**src/design/sbb_pkg.sv**
```systemverilog
// ----------------------------------------------------------------------------
// sbb_pkg: shared types and constants of the separable 3x3 box blur
// Sizes, register indexes, line store entry layout and result slot types.
// ----------------------------------------------------------------------------
package sbb_pkg;

   localparam int MAX_WIDTH    = 1024;
   localparam int MAX_HEIGHT   = 4096;

   localparam int COL_W        = $clog2(MAX_WIDTH);
   localparam int ROW_W        = $clog2(MAX_HEIGHT);
   localparam int COST_W       = 8;
   localparam int HSUM_W       = 10;     // sum of three costs
   localparam int TOTAL_W      = 12;     // sum of three horizontal sums
   localparam int BLUR_W       = 8;

   localparam int CFG_WIDTH_W  = 11;
   localparam int CFG_HEIGHT_W = 13;
   localparam int CSR_DATA_W   = 13;
   localparam int CSR_INDEX_W  = 1;

   localparam int RSP_DATA_W   = 32;

   localparam logic [CSR_INDEX_W-1:0] CSR_GRID_WIDTH  = 1'd0;
   localparam logic [CSR_INDEX_W-1:0] CSR_GRID_HEIGHT = 1'd1;

   // result slots of one item, in emission order
   localparam int SLOT_N       = 4;
   localparam int SLOT_IDX_W   = $clog2(SLOT_N);
   localparam int SLOT_LEFT_ABOVE  = 0;   // left column, row above
   localparam int SLOT_LEFT_LAST   = 1;   // left column, last row
   localparam int SLOT_RIGHT_ABOVE = 2;   // row-end column, row above
   localparam int SLOT_RIGHT_LAST  = 3;   // row-end column, last row

   typedef struct packed {
      logic [HSUM_W-1:0] older_sum;
      logic [HSUM_W-1:0] prev_sum;
   } line_entry_type;

   typedef struct packed {
      logic           en;
      logic [COL_W-1:0] addr;
      line_entry_type data;
   } line_write_type;

   typedef struct packed {
      logic [COST_W-1:0] cost;
      logic [COST_W-1:0] prior;
      logic [COST_W-1:0] second_prior;
      logic [COL_W-1:0]  column;
      logic [ROW_W-1:0]  row;
      logic              end_row;
      logic              last_row;
   } stage_type;

   typedef struct packed {
      logic [TOTAL_W-1:0] total;
      logic [COL_W-1:0]   column;
      logic [ROW_W-1:0]   row;
      logic               last;
   } result_type;

   typedef struct packed {
      result_type [SLOT_N-1:0] slot;
      logic [SLOT_N-1:0]       mask;
   } result_set_type;

endpackage

```
**src/design/sbb_stencil.sv**
```systemverilog
// ----------------------------------------------------------------------------
// sbb_stencil: horizontal and vertical sums of one item
// Forms up to two horizontal sums (left column, and the row-end column),
// the 3x3 totals they complete, and the line store updates.
// ----------------------------------------------------------------------------
module sbb_stencil
   import sbb_pkg::*;
(
   input  stage_type      stage,
   input  line_entry_type rd_left,
   input  line_entry_type rd_right,
   output result_set_type results,
   output line_write_type wr_first,
   output line_write_type wr_second
);

   logic               has_left;
   logic [COST_W-1:0]  left_l;
   logic [COST_W-1:0]  left_r;
   logic [HSUM_W-1:0]  hsum_l;
   logic [HSUM_W-1:0]  hsum_r;
   logic [HSUM_W-1:0]  older_l;
   logic [HSUM_W-1:0]  older_r;
   logic [HSUM_W-1:0]  above_l;
   logic [HSUM_W-1:0]  above_r;
   logic               row_zero;
   logic [COL_W-1:0]   col_l;
   logic [ROW_W-1:0]   row_up;
   line_write_type     wr_l;
   line_write_type     wr_r;

   always_comb begin
      has_left = (stage.column != '0);
      row_zero = (stage.row == '0);
      col_l    = COL_W'(stage.column - COL_W'(1));
      row_up   = ROW_W'(stage.row - ROW_W'(1));

      // clamp at the row start: repeat the first cell
      left_l = (stage.column >= COL_W'(2)) ? stage.second_prior : stage.prior;
      left_r = has_left ? stage.prior : stage.cost;
      hsum_l = HSUM_W'(left_l) + HSUM_W'(stage.prior) + HSUM_W'(stage.cost);
      hsum_r = HSUM_W'(left_r) + HSUM_W'({stage.cost, 1'b0});

      // second row: the top row stands in for the row two above
      older_l = (stage.row == ROW_W'(1)) ? rd_left.prev_sum  : rd_left.older_sum;
      older_r = (stage.row == ROW_W'(1)) ? rd_right.prev_sum : rd_right.older_sum;
      above_l = row_zero ? hsum_l : rd_left.prev_sum;
      above_r = row_zero ? hsum_r : rd_right.prev_sum;

      results = '0;
      results.mask[SLOT_LEFT_ABOVE]  = has_left && !row_zero;
      results.mask[SLOT_LEFT_LAST]   = has_left && stage.last_row;
      results.mask[SLOT_RIGHT_ABOVE] = stage.end_row && !row_zero;
      results.mask[SLOT_RIGHT_LAST]  = stage.end_row && stage.last_row;

      results.slot[SLOT_LEFT_ABOVE].total  = TOTAL_W'(older_l) +
         TOTAL_W'(rd_left.prev_sum) + TOTAL_W'(hsum_l);
      results.slot[SLOT_LEFT_ABOVE].column = col_l;
      results.slot[SLOT_LEFT_ABOVE].row    = row_up;
      results.slot[SLOT_LEFT_ABOVE].last   = 1'b0;

      // bottom edge: this row counted twice
      results.slot[SLOT_LEFT_LAST].total  = TOTAL_W'(above_l) + TOTAL_W'({hsum_l, 1'b0});
      results.slot[SLOT_LEFT_LAST].column = col_l;
      results.slot[SLOT_LEFT_LAST].row    = stage.row;
      results.slot[SLOT_LEFT_LAST].last   = 1'b0;

      results.slot[SLOT_RIGHT_ABOVE].total  = TOTAL_W'(older_r) +
         TOTAL_W'(rd_right.prev_sum) + TOTAL_W'(hsum_r);
      results.slot[SLOT_RIGHT_ABOVE].column = stage.column;
      results.slot[SLOT_RIGHT_ABOVE].row    = row_up;
      results.slot[SLOT_RIGHT_ABOVE].last   = 1'b0;

      results.slot[SLOT_RIGHT_LAST].total  = TOTAL_W'(above_r) + TOTAL_W'({hsum_r, 1'b0});
      results.slot[SLOT_RIGHT_LAST].column = stage.column;
      results.slot[SLOT_RIGHT_LAST].row    = stage.row;
      results.slot[SLOT_RIGHT_LAST].last   = stage.last_row;

      // shift the column's sums down one row
      wr_l.en             = has_left;
      wr_l.addr           = col_l;
      wr_l.data.older_sum = rd_left.prev_sum;
      wr_l.data.prev_sum  = hsum_l;
      wr_r.en             = stage.end_row;
      wr_r.addr           = stage.column;
      wr_r.data.older_sum = rd_right.prev_sum;
      wr_r.data.prev_sum  = hsum_r;

      if (has_left) begin
         wr_first  = wr_l;
         wr_second = wr_r;
      end else begin
         wr_first  = wr_r;
         wr_second = '0;
      end
   end

endmodule

```
**config.mk**
```make
export PLATFORM = sky130hd
export DESIGN_NAME = sbb_stencil
export DESIGN_NICKNAME = d
export VERILOG_FILES = /design/src/design/sbb_pkg.sv /design/src/design/sbb_stencil.sv
export SDC_FILE = /design/constraint.sdc
export NUM_CORES = 1
export LEC_CHECK = 0
export BUFFER_PORTS_ARGS = -buffer_cell sky130_fd_sc_hd__buf_2
export CAP_MARGIN = 20
export CORE_MARGIN = 5
export CORE_UTILIZATION = 35
export DETAILED_ROUTE_END_ITERATION = 16
export PLACE_DENSITY = 0.66
export REMOVE_ABC_BUFFERS = 1
export SYNTH_ARGS = -nofsm -noshare
export SYNTH_HDL_FRONTEND = slang
export SYNTH_SLANG_ARGS = --single-unit
```
**constraint.sdc**
```tcl
create_clock -name vclk -period 15.9
set_clock_uncertainty 0.2 [all_clocks]
set_input_delay 0.795 -clock vclk [all_inputs]
set_output_delay 0.795 -clock vclk [all_outputs]
set_load 0.01 [all_outputs]
```
==> reports/results.tsv <==
stage	metric	value	unit
status	status	finished, final reports clean	
finish	layout net count	1118	
finish	layout cells sized above 1	0.339	
yosys	mux share of post-synthesis cell area	0.0408	
yosys	Seq/Total Area, Yosys	0	
yosys	Synth Area in Simple Gates	0.222	
timing	Final Critical Period	7.58	ns
finish	design area	6170	um2
worst_setup_path	crit-path leading delay family	simple AND/OR/NAND/NOR gates	
global_route	vias in the first global route	4861	
die	core area	14400	um2
routing	Wirelength per Cell	15.1	um
finish	Layout Cells excl Fill	1124	
global_route	total grt overflow	0	
yosys	Avg Cell Area, Syn	6.89	um2
global_route	gr usage total	0.182	
routing	# DRC	0	
global_route	largest net degree at the start of global routing	50	
placement	gpl congestion	0.919	
finish	Seq cells	0	
timing	final hold vios	0	
min_path	min-delay worst type	in -> out	
finish	clkbuf count	0	
placement	area post-placement	6160	um2
flow_run	max-cap violations	0	
placement	I/O Buffers	291	
global_route	initial antenna violation count	3	
placement	placed wire-length estimate	14.9	mm
die	# IOs	294	
worst_setup_path	WS Path Type	in -> out	
routing	Via density	4.76	
worst_setup_path	CP Capture Type	output port	
die	Initial Utilization	0.354	
global_route	global-route wire length before repair	25.1	mm
timing	final cycle utilization of the critical path	0.477	
clock_tree	# Post-CTS Setup Buffers	0	
worst_setup_path	slowest CP cell	or4_4	
yosys	main combinational cell family by area after synthesis	adder cells	
finish	area delta synth->final	21.2	%
worst_setup_path	WP data arrival	6.59	ns
clock_tree	Gates resized, CTS repair	0	
timing	Achievable Freq	132	MHz
timing	Slew headroom	0.395	
timing	setup TNS	0	ns
worst_setup_path	startpoint types	input port	
die	Die Footprint	17000	um2
worst_setup_path	WP data required	14.91	ns
placement	placed insts	1122	
yosys	Synth Instances	738	
worst_setup_path	Max Fanout on Critical Path	10	
finish	sequential standard cell area	0	um2
finish	fillcell total	1567	
power_and_ir_drop	power density over the cells	97.1	nW/um2
worst_setup_path	CP max stage delay	0.54	ns
yosys	post-synthesis xor/xnor area fraction	0.0912	
yosys	Post-Synth Adder-Cell Area	0.272	
min_path	hold depth	2	
finish	multi-input combinational cell area	4080	um2
worst_setup_path	most used cell, CP	fa_1	
routing	vias	5349	
timing	worst-margin pin slew	0.905	ns
worst_setup_path	crit path cell chain	buf_2 > or3_4 > or3_4 > or4_4 > nor2_1 > a21oi_1 > fa_1 > inv_1 > ha_1 > fa_1 > a21o_1 > a21bo_2 > a21oi_1 > xor2_1 > fa_1 > inv_1 > ha_1 > or4_1 > o21ai_0 > a31oi_1 > and4_1 > or3_1 > buf_2	
yosys	synthesized area	5090	um2
worst_setup_path	WP depth	23	
timing	Final Max Tran Viols	0	
timing	hold_ws	1.61	ns
yosys	synth warn	0	
worst_setup_path	crit path buf inv count	4	
timing	final count of negative-setup-slack endpoints	0	
yosys	post-synthesis cell type count	56	
power_and_ir_drop	leakage	3.51	nW
die	Die Span X	131	um
die	# rows	44	
routing	DRT Pass-1 Iters	4	
yosys	Compound-Gate Fraction of Synth Area	0.173	
timing	RSZ-0062 raised after global routing	false	
routing	starting DRC count in detailed routing	183	
routing	ANT nets after route	0	
routing	routed wire length	17.0	mm
power_and_ir_drop	Peak supply drop	53.7	uV
die	Die Y	131	um
clock_tree	CTS Hold Bufs	0	
-- path summary, 6_finish.rpt --
check	startpoint	to	slack [ns]
max	stage[18]	results[37]	8.32
min	stage[0]	results[109]	1.61
-- area by class of cell --
cell class | count | share of cell area
repair buffers | 293 | 0.239
multi-input cells | 543 | 0.661
diodes | 2 | 0.000811
inverters | 102 | 0.0621
well taps | 184 | 0.0373
-- cells in the mapped netlist, drive strengths merged, types with 3 or more instances --
cell type / instances / area [um2]
nor2b: 11 / 68.8
ha: 56 / 701
inv: 102 / 383
a21oi: 44 / 224
nor3: 15 / 75.1
nor4: 9 / 56.3
a31oi: 7 / 43.8
xor2: 26 / 228
o21a: 7 / 52.6
xnor2: 27 / 236
a21o: 12 / 90.1
mux2i: 5 / 50.1
buf: 75 / 557
nand2b: 6 / 37.5
and2: 16 / 100
or3: 8 / 66.3
fa: 34 / 681
nor2: 67 / 254
o211ai: 6 / 45.0
nand2: 70 / 263
or4: 8 / 65.1
nand3: 10 / 50.1
a211oi: 3 / 22.5
mux2: 12 / 158
o21ai: 53 / 265
o21bai: 4 / 30.0
clkbuf: 19 / 71.3
-- logic make-up after synthesis --
group | Yosys count
buf+inv | 197
xor+xnor | 53
compound gates | 148
simple gates | 232
fa+ha+maj | 90
mux | 17
other cells | 1
-- layout by cell type (no fill, tap or decap), types with 2 or more instances in the layout --
cell type	n
a31oi_1	7
nand4_1	2
nand2b_1	6
o21bai_1	4
inv_1	102
nor2_1	66
buf_4	2
conb_1	3
o211ai_1	6
and3_1	2
nor2b_1	11
nor4b_1	2
and2_1	16
a211oi_1	3
ha_1	56
nor3_1	15
a21o_1	12
nand3_1	10
xnor2_1	27
mux2_4	6
a21oi_1	43
a21boi_0	2
or3_4	3
mux2i_1	5
or4_1	6
o21ai_0	53
nor4_1	9
or3_1	4
mux2_2	6
o211a_1	2
xor2_1	26
or4b_2	2
nand2_1	70
fa_1	34
buf_2	291
o21a_1	7
diode_2	2
-- layer usage --
metal / routed length [um] / global-route usage / vias to the layer above
li1: - / - / 2772
met1: 7770 / 0.263 / 2450
met2: 8100 / 0.305 / 113
met3: 925 / 0.0175 / 12
met4: 156 / 0.0175 / 2
met5: 12 / 0 / -
-- report_power, final --
group | switching, mW | internal (mW)
Clock | 0 | 0.0000000168
Combinational | 0.340 | 0.259
Sequential | 0 | 0
-- through the flow --
step	power, mW	utilization	setup WS [ns]
6_report	0.599	0.429	8.32
3_5_place_dp	0.602	0.429	8.33
3_3_place_gp	0.596	0.429	8.41
4_1_cts	0.605	0.429	8.32
2_1_floorplan	0.392	-	8.88
5_1_grt	0.669	0.429	8.01
(Power assumes the default switching activity.)
