**config.mk**
```make
export PLATFORM = sky130hd
export DESIGN_NAME = sbb_result_queue
export DESIGN_NICKNAME = d
export VERILOG_FILES = /design/src/design/sbb_pkg.sv /design/src/design/sbb_result_queue.sv
export SDC_FILE = /design/constraint.sdc
export NUM_CORES = 1
export LEC_CHECK = 0
export BUFFER_PORTS_ARGS = -buffer_cell sky130_fd_sc_hd__buf_2
export CAP_MARGIN = 30
export CORE_MARGIN = 4
export CORE_UTILIZATION = 30
export DETAILED_ROUTE_END_ITERATION = 7
export SLEW_MARGIN = 10
export SYNTH_ARGS = -nofsm -noshare
export SYNTH_HDL_FRONTEND = slang
export SYNTH_SLANG_ARGS = --single-unit
```
**constraint.sdc**
```tcl
create_clock -name clock -period 8.2 [get_ports clock]
set_input_delay 0.82 -clock clock [delete_from_list [all_inputs] [get_ports clock]]
set_output_delay 0.82 -clock clock [all_outputs]
set_load 0.01 [all_outputs]
```
**src/design/sbb_pkg.sv**
```systemverilog
// ----------------------------------------------------------------------------
// sbb_pkg: shared types and constants of the separable 3x3 box blur
// Sizes, register indexes, line store entry layout and result slot types.
// ----------------------------------------------------------------------------
package sbb_pkg;

   localparam int MAX_WIDTH    = 1024;
   localparam int MAX_HEIGHT   = 4096;

   localparam int COL_W        = $clog2(MAX_WIDTH);
   localparam int ROW_W        = $clog2(MAX_HEIGHT);
   localparam int COST_W       = 8;
   localparam int HSUM_W       = 10;     // sum of three costs
   localparam int TOTAL_W      = 12;     // sum of three horizontal sums
   localparam int BLUR_W       = 8;

   localparam int CFG_WIDTH_W  = 11;
   localparam int CFG_HEIGHT_W = 13;
   localparam int CSR_DATA_W   = 13;
   localparam int CSR_INDEX_W  = 1;

   localparam int RSP_DATA_W   = 32;

   localparam logic [CSR_INDEX_W-1:0] CSR_GRID_WIDTH  = 1'd0;
   localparam logic [CSR_INDEX_W-1:0] CSR_GRID_HEIGHT = 1'd1;

   // result slots of one item, in emission order
   localparam int SLOT_N       = 4;
   localparam int SLOT_IDX_W   = $clog2(SLOT_N);
   localparam int SLOT_LEFT_ABOVE  = 0;   // left column, row above
   localparam int SLOT_LEFT_LAST   = 1;   // left column, last row
   localparam int SLOT_RIGHT_ABOVE = 2;   // row-end column, row above
   localparam int SLOT_RIGHT_LAST  = 3;   // row-end column, last row

   typedef struct packed {
      logic [HSUM_W-1:0] older_sum;
      logic [HSUM_W-1:0] prev_sum;
   } line_entry_type;

   typedef struct packed {
      logic           en;
      logic [COL_W-1:0] addr;
      line_entry_type data;
   } line_write_type;

   typedef struct packed {
      logic [COST_W-1:0] cost;
      logic [COST_W-1:0] prior;
      logic [COST_W-1:0] second_prior;
      logic [COL_W-1:0]  column;
      logic [ROW_W-1:0]  row;
      logic              end_row;
      logic              last_row;
   } stage_type;

   typedef struct packed {
      logic [TOTAL_W-1:0] total;
      logic [COL_W-1:0]   column;
      logic [ROW_W-1:0]   row;
      logic               last;
   } result_type;

   typedef struct packed {
      result_type [SLOT_N-1:0] slot;
      logic [SLOT_N-1:0]       mask;
   } result_set_type;

endpackage

```
**src/design/sbb_result_queue.sv**
```systemverilog
// ----------------------------------------------------------------------------
// sbb_result_queue: result slots and output beat
// Holds the results of one item and sends them in slot order, one beat per
// cycle while the output is ready, dividing each total by nine on the way out.
// ----------------------------------------------------------------------------
module sbb_result_queue
   import sbb_pkg::*;
(
   input  logic                  clock,
   input  logic                  reset,
   input  logic                  load,
   input  result_set_type        load_set,
   output logic                  free,
   output logic                  out_valid,
   input  logic                  out_ready,
   output logic [RSP_DATA_W-1:0] out_data,
   output logic                  out_last
);

   localparam int PAD_W      = RSP_DATA_W - BLUR_W - COL_W - ROW_W;
   localparam int RECIP_SHIFT = 16;
   localparam int PROD_W     = RECIP_SHIFT + BLUR_W;
   // ceil(2^16 / 9); exact for totals up to 2295
   localparam logic [PROD_W-1:0] DIV9_RECIP = PROD_W'(7282);

   result_type [SLOT_N-1:0] slot_ff;
   logic [SLOT_N-1:0]       mask_ff;
   logic [SLOT_N-1:0]       mask_in;
   logic [SLOT_IDX_W-1:0]   sel;
   logic                    take;
   logic                    single;
   result_type              cur;
   logic [PROD_W-1:0]       prod;

   always_comb begin
      sel = '0;
      for (int i = SLOT_N - 1; i >= 0; i--) begin
         if (mask_ff[i]) begin
            sel = SLOT_IDX_W'(i);
         end
      end
   end

   assign out_valid = (mask_ff != '0);
   assign take      = out_valid && out_ready;
   assign single    = ((mask_ff & (mask_ff - SLOT_N'(1))) == '0);
   assign free      = !out_valid || (single && out_ready);

   always_comb begin
      if (load) begin
         mask_in = load_set.mask;
      end else if (take) begin
         mask_in = mask_ff & ~(SLOT_N'(1) << sel);
      end else begin
         mask_in = mask_ff;
      end
   end

   always_ff @(posedge clock) begin
      if (reset) begin
         mask_ff <= '0;
      end else begin
         mask_ff <= mask_in;
      end
   end

   always_ff @(posedge clock) begin
      if (load) begin
         slot_ff <= load_set.slot;
      end
   end

   assign cur      = slot_ff[sel];
   assign prod     = PROD_W'(cur.total) * DIV9_RECIP;
   assign out_data = {{PAD_W{1'b0}}, cur.row, cur.column, prod[PROD_W-1:RECIP_SHIFT]};
   assign out_last = cur.last;

endmodule

```
==> flow_summary.ini, run 1 <==
[synth]
async_flop_share_pct = 0
syn_area_per_cell_um2 = 13.7
ys_ff_latch = 144
ys_seq_area_share_pct = 55.6
ys_types = 58
ys_warn_count = 0
synth_flop_cell = edfxtp_1
synthCells = 562
synth_top_cell_by_area = edfxtp_1
synth_top_area_share_pct = 54.6
yosys-top-cells-area = edfxtp_1 55%, ha_1 11%, fa_1 7.0%
synth_edf_count = 140
netlist_area_um2 = 7700

[cts]
htree_levels = 4
cts_tree = built
cts-root-buf = clkbuf_16
cts_made_buffers = 17
cts.sink_count = 144
clock_latency_ps = 410
cts.hold.buffers_added = 0
clkTransAtPathRegs_ps = 70
clk_path_buf_depth = 2

[timing]
tightest_slew_ps = 812
slew_headroom_pct = 45.3
finalSetupViolations = 0
finalCriticalPeriod_ps = 7710
slew_viol_final = 0
period_share_pct = 94.0
fmax_mhz = 130
finClkSkew_ps = 6.71
finalHoldWorstSlack_ps = 577
rsz0062_at_grt = false
fin_setup_tns_ps = 0
finalHoldViolCount = 0

[routing]
drtAntennaViolNets = 0
drc = 0
wl_um = 18600
top_layer = met5
wl_met2_um = 8870
vias = 5136
routedWlPerCell_um = 16.8
wl_met3_um = 1430
drt_iter0_markers = 196
via_per_inst = 4.65
firstDrtPassIters = 5
wl_met1_um = 7920

[cells_and_area]
fill_cells = 2478
regArea_um2 = 4280
fin_nets = 1000
layout_common_cells = 179 x buf_2, 140 x edfxtp_1, 68 x ha_1, 48 x inv_1, 35 x mux2i_1
drive_gt1_share_pct = 31.0
multi_input_area_um2 = 3160
layout_commonest_cell = buf_2
area_growth_pct = 26.3

[worst_setup_path]
critPathKind = flip-flop to output pin
end_kind = output pin
worst-path-max-fanout = 14
crit_chain = nor4b_4, buf_4, a22oi_1, o21ai_1, fa_1, ha_1, inv_1, fa_1, inv_1, fa_1, inv_1, fa_1, inv_1, ha_1, nand2_1, nor2_1, a2111oi_0, o21ai_1, or4_1, o311ai_1, buf_2
crit_family = adder cells
crit_path_start_kind = flip-flop
cp.arrival_ps = 6890
cp.buffers_inverters = 6
critPathMaxStageDelay_ps = 570
crit_slowest_cell = a2111oi_0
worstPathRequired_ps = 7380

[floorplan]
die_area_um2 = 28300
ioPinCount = 183
die_h_um = 168
start_util_pct = 30.5
core_um2 = 25300
row_count = 58
die_w_um = 168

[global_route]
antenna_found_initial = 12
grt_pass1_wl_um = 28200
grtUsageTotal_pct = 12.9
grt.overflow.total = 0
grt_max_degree = 98
first_global_vias = 5180

[power]
p_per_area_nw_per_um2 = 498
power_leakage_nw = 4.33
peakVddDrop_mv = 0.480

[outcome]
status = completed

[job]
maxCapViolCount = 0

[placement]
dpl.hpwl_um = 14400
portBuffers = 180
place.gp.congestion = 0.860

[hold_path]
hold_class = input port to flip-flop
-- cell families after synthesis --
logic type               Yosys count  share of synthesized area [%]
flip-flops                       144                           55.6
AND/OR/NAND/NOR                   86                           6.09
other                              1                         0.0487
adder cells (fa/ha/maj)           95                           18.1
multiplexers                      35                           4.55
AO/OA/AOI/OAI                    122                           10.7
buffers and inverters             69                           3.77
XOR/XNOR                          10                           1.14
-- Yosys cell counts, types with 3 or more instances --
cell type and n:
and2_1 3, a21o_1 8, nor2b_1 4, edfxtp_1 140, o211ai_1 4, nor2_1 23
o21ai_0 31, inv_1 48, dfxtp_1 4, fa_1 27, nand3_1 8, o21ai_1 4
nand2_1 16, clkbuf_1 9, nand2b_1 6, a221oi_1 4, nor3b_1 3, nor3_1 9
ha_1 68, xnor2_1 6, and3_1 4, buf_2 7, a21oi_1 19, a22oi_1 28
mux2i_1 35, xor2_1 4
-- layout make-up --
| type | count | share of cell area (%) |
|---|---|---|
| antenna | 4 | 0.103 |
| clock buffer | 17 | 4.37 |
| clock inverter | 15 | 2.17 |
| inverter | 49 | 1.89 |
| multi-input combinational | 350 | 32.5 |
| sequential | 144 | 44.0 |
| tap | 330 | 4.25 |
| timing repair buffer | 195 | 10.7 |
-- metrics by stage --
stage	power [mW]	util, %	setup slack [ps]	instances	cell area (µm²)
6_report	4.85	38.5	493	1104	9730
3_5_place_dp	4.01	35.7	574	1063	9010
3_3_place_gp	4.01	35.7	801	1063	9010
4_1_cts	4.88	38.2	109	1095	9650
5_1_grt	5.36	38.5	79.6	1104	9730
2_1_floorplan	3.16	-	1220	563	7710
-- power by group --
part           leakage [nW]  switching [mW]  total [mW]  internal [mW]
registers              1.40          0.0187       0.890          0.871
logic                  2.61            1.81        3.13           1.32
clock network         0.315           0.334       0.830          0.496
total                  4.33            2.16        4.85           2.69
-- sequential cells by signal, summed over array words and instances (netlist names) --
name and flops:
mask_ff 4, slot_ff 140
-- per-layer routing --
layer | global-route usage (%) | up-vias
li1 | - | 2508
met1 | 16.5 | 2416
met2 | 20.8 | 164
met3 | 4.39 | 34
met4 | 3.56 | 14
met5 | 0 | -
-- what timing repair did --
item,4_1_cts,5_1_grt
setup endpoints to repair,0,3
endpoints found under the hold margin,0,0
gates resized for setup,0,5
setup buffers,0,5
-- final timing paths --
kind / from / end / slack, ps / cells after the start
setup reg to reg: mask_ff[0] / mask_ff[3] / 6530 / 7
hold reg to reg: mask_ff[3] / mask_ff[3] / 700 / 4
hold / removal: load_set[115] / slot_ff[111] / 580 / 1
setup / recovery: mask_ff[0] / out_data[4] / 490 / 21
(Power assumes the default switching activity.)
==> run 2, diff against run 1 <==
--- a/config.mk
+++ b/config.mk
@@ -7,9 +7,12 @@
 export LEC_CHECK = 0
 export BUFFER_PORTS_ARGS = -buffer_cell sky130_fd_sc_hd__buf_2
 export CAP_MARGIN = 30
+export CELL_PAD_IN_SITES_DETAIL_PLACEMENT = 1
+export CELL_PAD_IN_SITES_GLOBAL_PLACEMENT = 1
 export CORE_MARGIN = 4
 export CORE_UTILIZATION = 30
 export DETAILED_ROUTE_END_ITERATION = 7
+export PLACE_DENSITY_LB_ADDON = 0.1
 export SLEW_MARGIN = 10
 export SYNTH_ARGS = -nofsm -noshare
 export SYNTH_HDL_FRONTEND = slang
==> flow_summary.ini, run 2 (synthesis results as in run 1) <==
[outcome]
status = completed

[cts]
clkTransAtPathRegs_ps = 70
cts-root-buf = clkbuf_16
cts_tree = built
clk_path_buf_depth = 2
cts_made_buffers = 17
cts.hold.buffers_added = 0
clock_latency_ps = 410
htree_levels = 4
cts.sink_count = 144

[timing]
finClkSkew_ps = 0.751
finalHoldViolCount = 0
fin_setup_tns_ps = 0
finalSetupViolations = 0
slew_headroom_pct = 39.7
rsz0062_at_grt = false
tightest_slew_ps = 895
fmax_mhz = 130
finalCriticalPeriod_ps = 7710
period_share_pct = 94.0
slew_viol_final = 0

[worst_setup_path]
worstPathRequired_ps = 7380
cp.buffers_inverters = 6
startpoint = mask_ff[1]
crit_family = adder cells
crit_slowest_cell = o21ai_0
critPathKind = flip-flop to output pin
cp.arrival_ps = 6890
critPathMaxStageDelay_ps = 770
worst-path-max-fanout = 33
r2r-start = mask_ff[1]
end_kind = output pin
crit_chain = nor3_2, buf_4, o21ai_0, fa_1, ha_1, inv_1, fa_1, inv_1, fa_1, inv_1, fa_1, inv_1, ha_1, nand2_1, nor2_1, a2111oi_0, o21ai_1, or4_1, o311ai_1, buf_2
crit_path_start_kind = flip-flop

[floorplan]
die_w_um = 168
row_count = 58
die_h_um = 168
ioPinCount = 183
start_util_pct = 30.5
die_area_um2 = 28300
core_um2 = 25300

[cells_and_area]
regMostFlops = slot_ff
layout_common_cells = 179 x buf_2, 140 x edfxtp_1, 68 x ha_1, 48 x inv_1, 35 x mux2i_1
top_regs = slot_ff x140, mask_ff x4
layout_commonest_cell = buf_2
fin_nets = 997
area_growth_pct = 24.9
largest_reg_flops = 140
drive_gt1_share_pct = 30.9

[global_route]
first_global_vias = 5880
grt_pass1_wl_um = 32400
antenna_found_initial = 12
grtUsageTotal_pct = 14.8
grt_max_degree = 96
grt.overflow.total = 0

[placement]
dpl.hpwl_um = 16400
place.gp.congestion = 0.809
portBuffers = 180

[routing]
via_per_inst = 4.76
drtAntennaViolNets = 0
routedWlPerCell_um = 18.8
drc = 0
drt_iter0_markers = 241
vias = 5237
firstDrtPassIters = 6
wl_um = 20700

[hold_path]
min_from = load_set[116]
hold_class = input port to flip-flop

[job]
maxCapViolCount = 0
-- run 2: cell types whose count changed in the layout (fill, tap and decap cells not counted), moves of 2 or more --
cell and delta:
inv_8 -4, o21ai_1 -2, bufinv_16 -3, clkinv_4 +3
clkinvlp_4 +2, o21ai_0 +2
-- run 2: timing repair --
action	CTS	global route
setup endpoints to repair	0	5
resized for setup	0	5
hold endpoints to repair	0	0
buffers inserted	0	2
-- run 2: path summary, 6_finish.rpt --
path / end / slack [ps] / cells after the start
worst max-delay path: out_data[4] / 490 / 20
worst min-delay path: slot_ff[112] / 570 / 1
worst max register to register: mask_ff[3] / 6530 / 7
worst min register to register: mask_ff[3] / 710 / 4
-- run 2: cell type report --
| class | count | area (µm²) |
|---|---|---|
| diodes | 4 | 10.0 |
| flip-flops and latches | 144 | 4290 |
| repair buffers | 192 | 997 |
| multi-input cells | 350 | 3170 |
| well taps | 330 | 413 |
| clock inverters | 14 | 126 |
| fillers | 2734 | 15600 |
| inverters | 49 | 184 |
| clock buffers | 18 | 429 |
-- run 2: stage by stage --
step	instance area [µm²]	util, %	hold slack, ps	std cells	setup slack, ps
3_3_place_gp	9010	35.7	690	1063	922
5_1_grt	9620	38.1	545	1101	21.8
3_5_place_dp	9010	35.7	705	1063	704
6_report	9620	38.1	572	1101	488
4_1_cts	9570	37.9	555	1095	242
2_1_floorplan	7710	-	612	563	1220
-- run 2: routing by layer --
metal	track usage, %	vias up	part of all wire (%)
met1	17.6	2532	41
met3	5.33	35	6.3
met2	25.3	157	51
met4	3.95	14	1.5
li1	-	2499	-
met5	0	-	0.46
Power of run 2 is not shown: default switching activity piles up to over one toggle a cycle in this logic, so the estimate is an artifact.
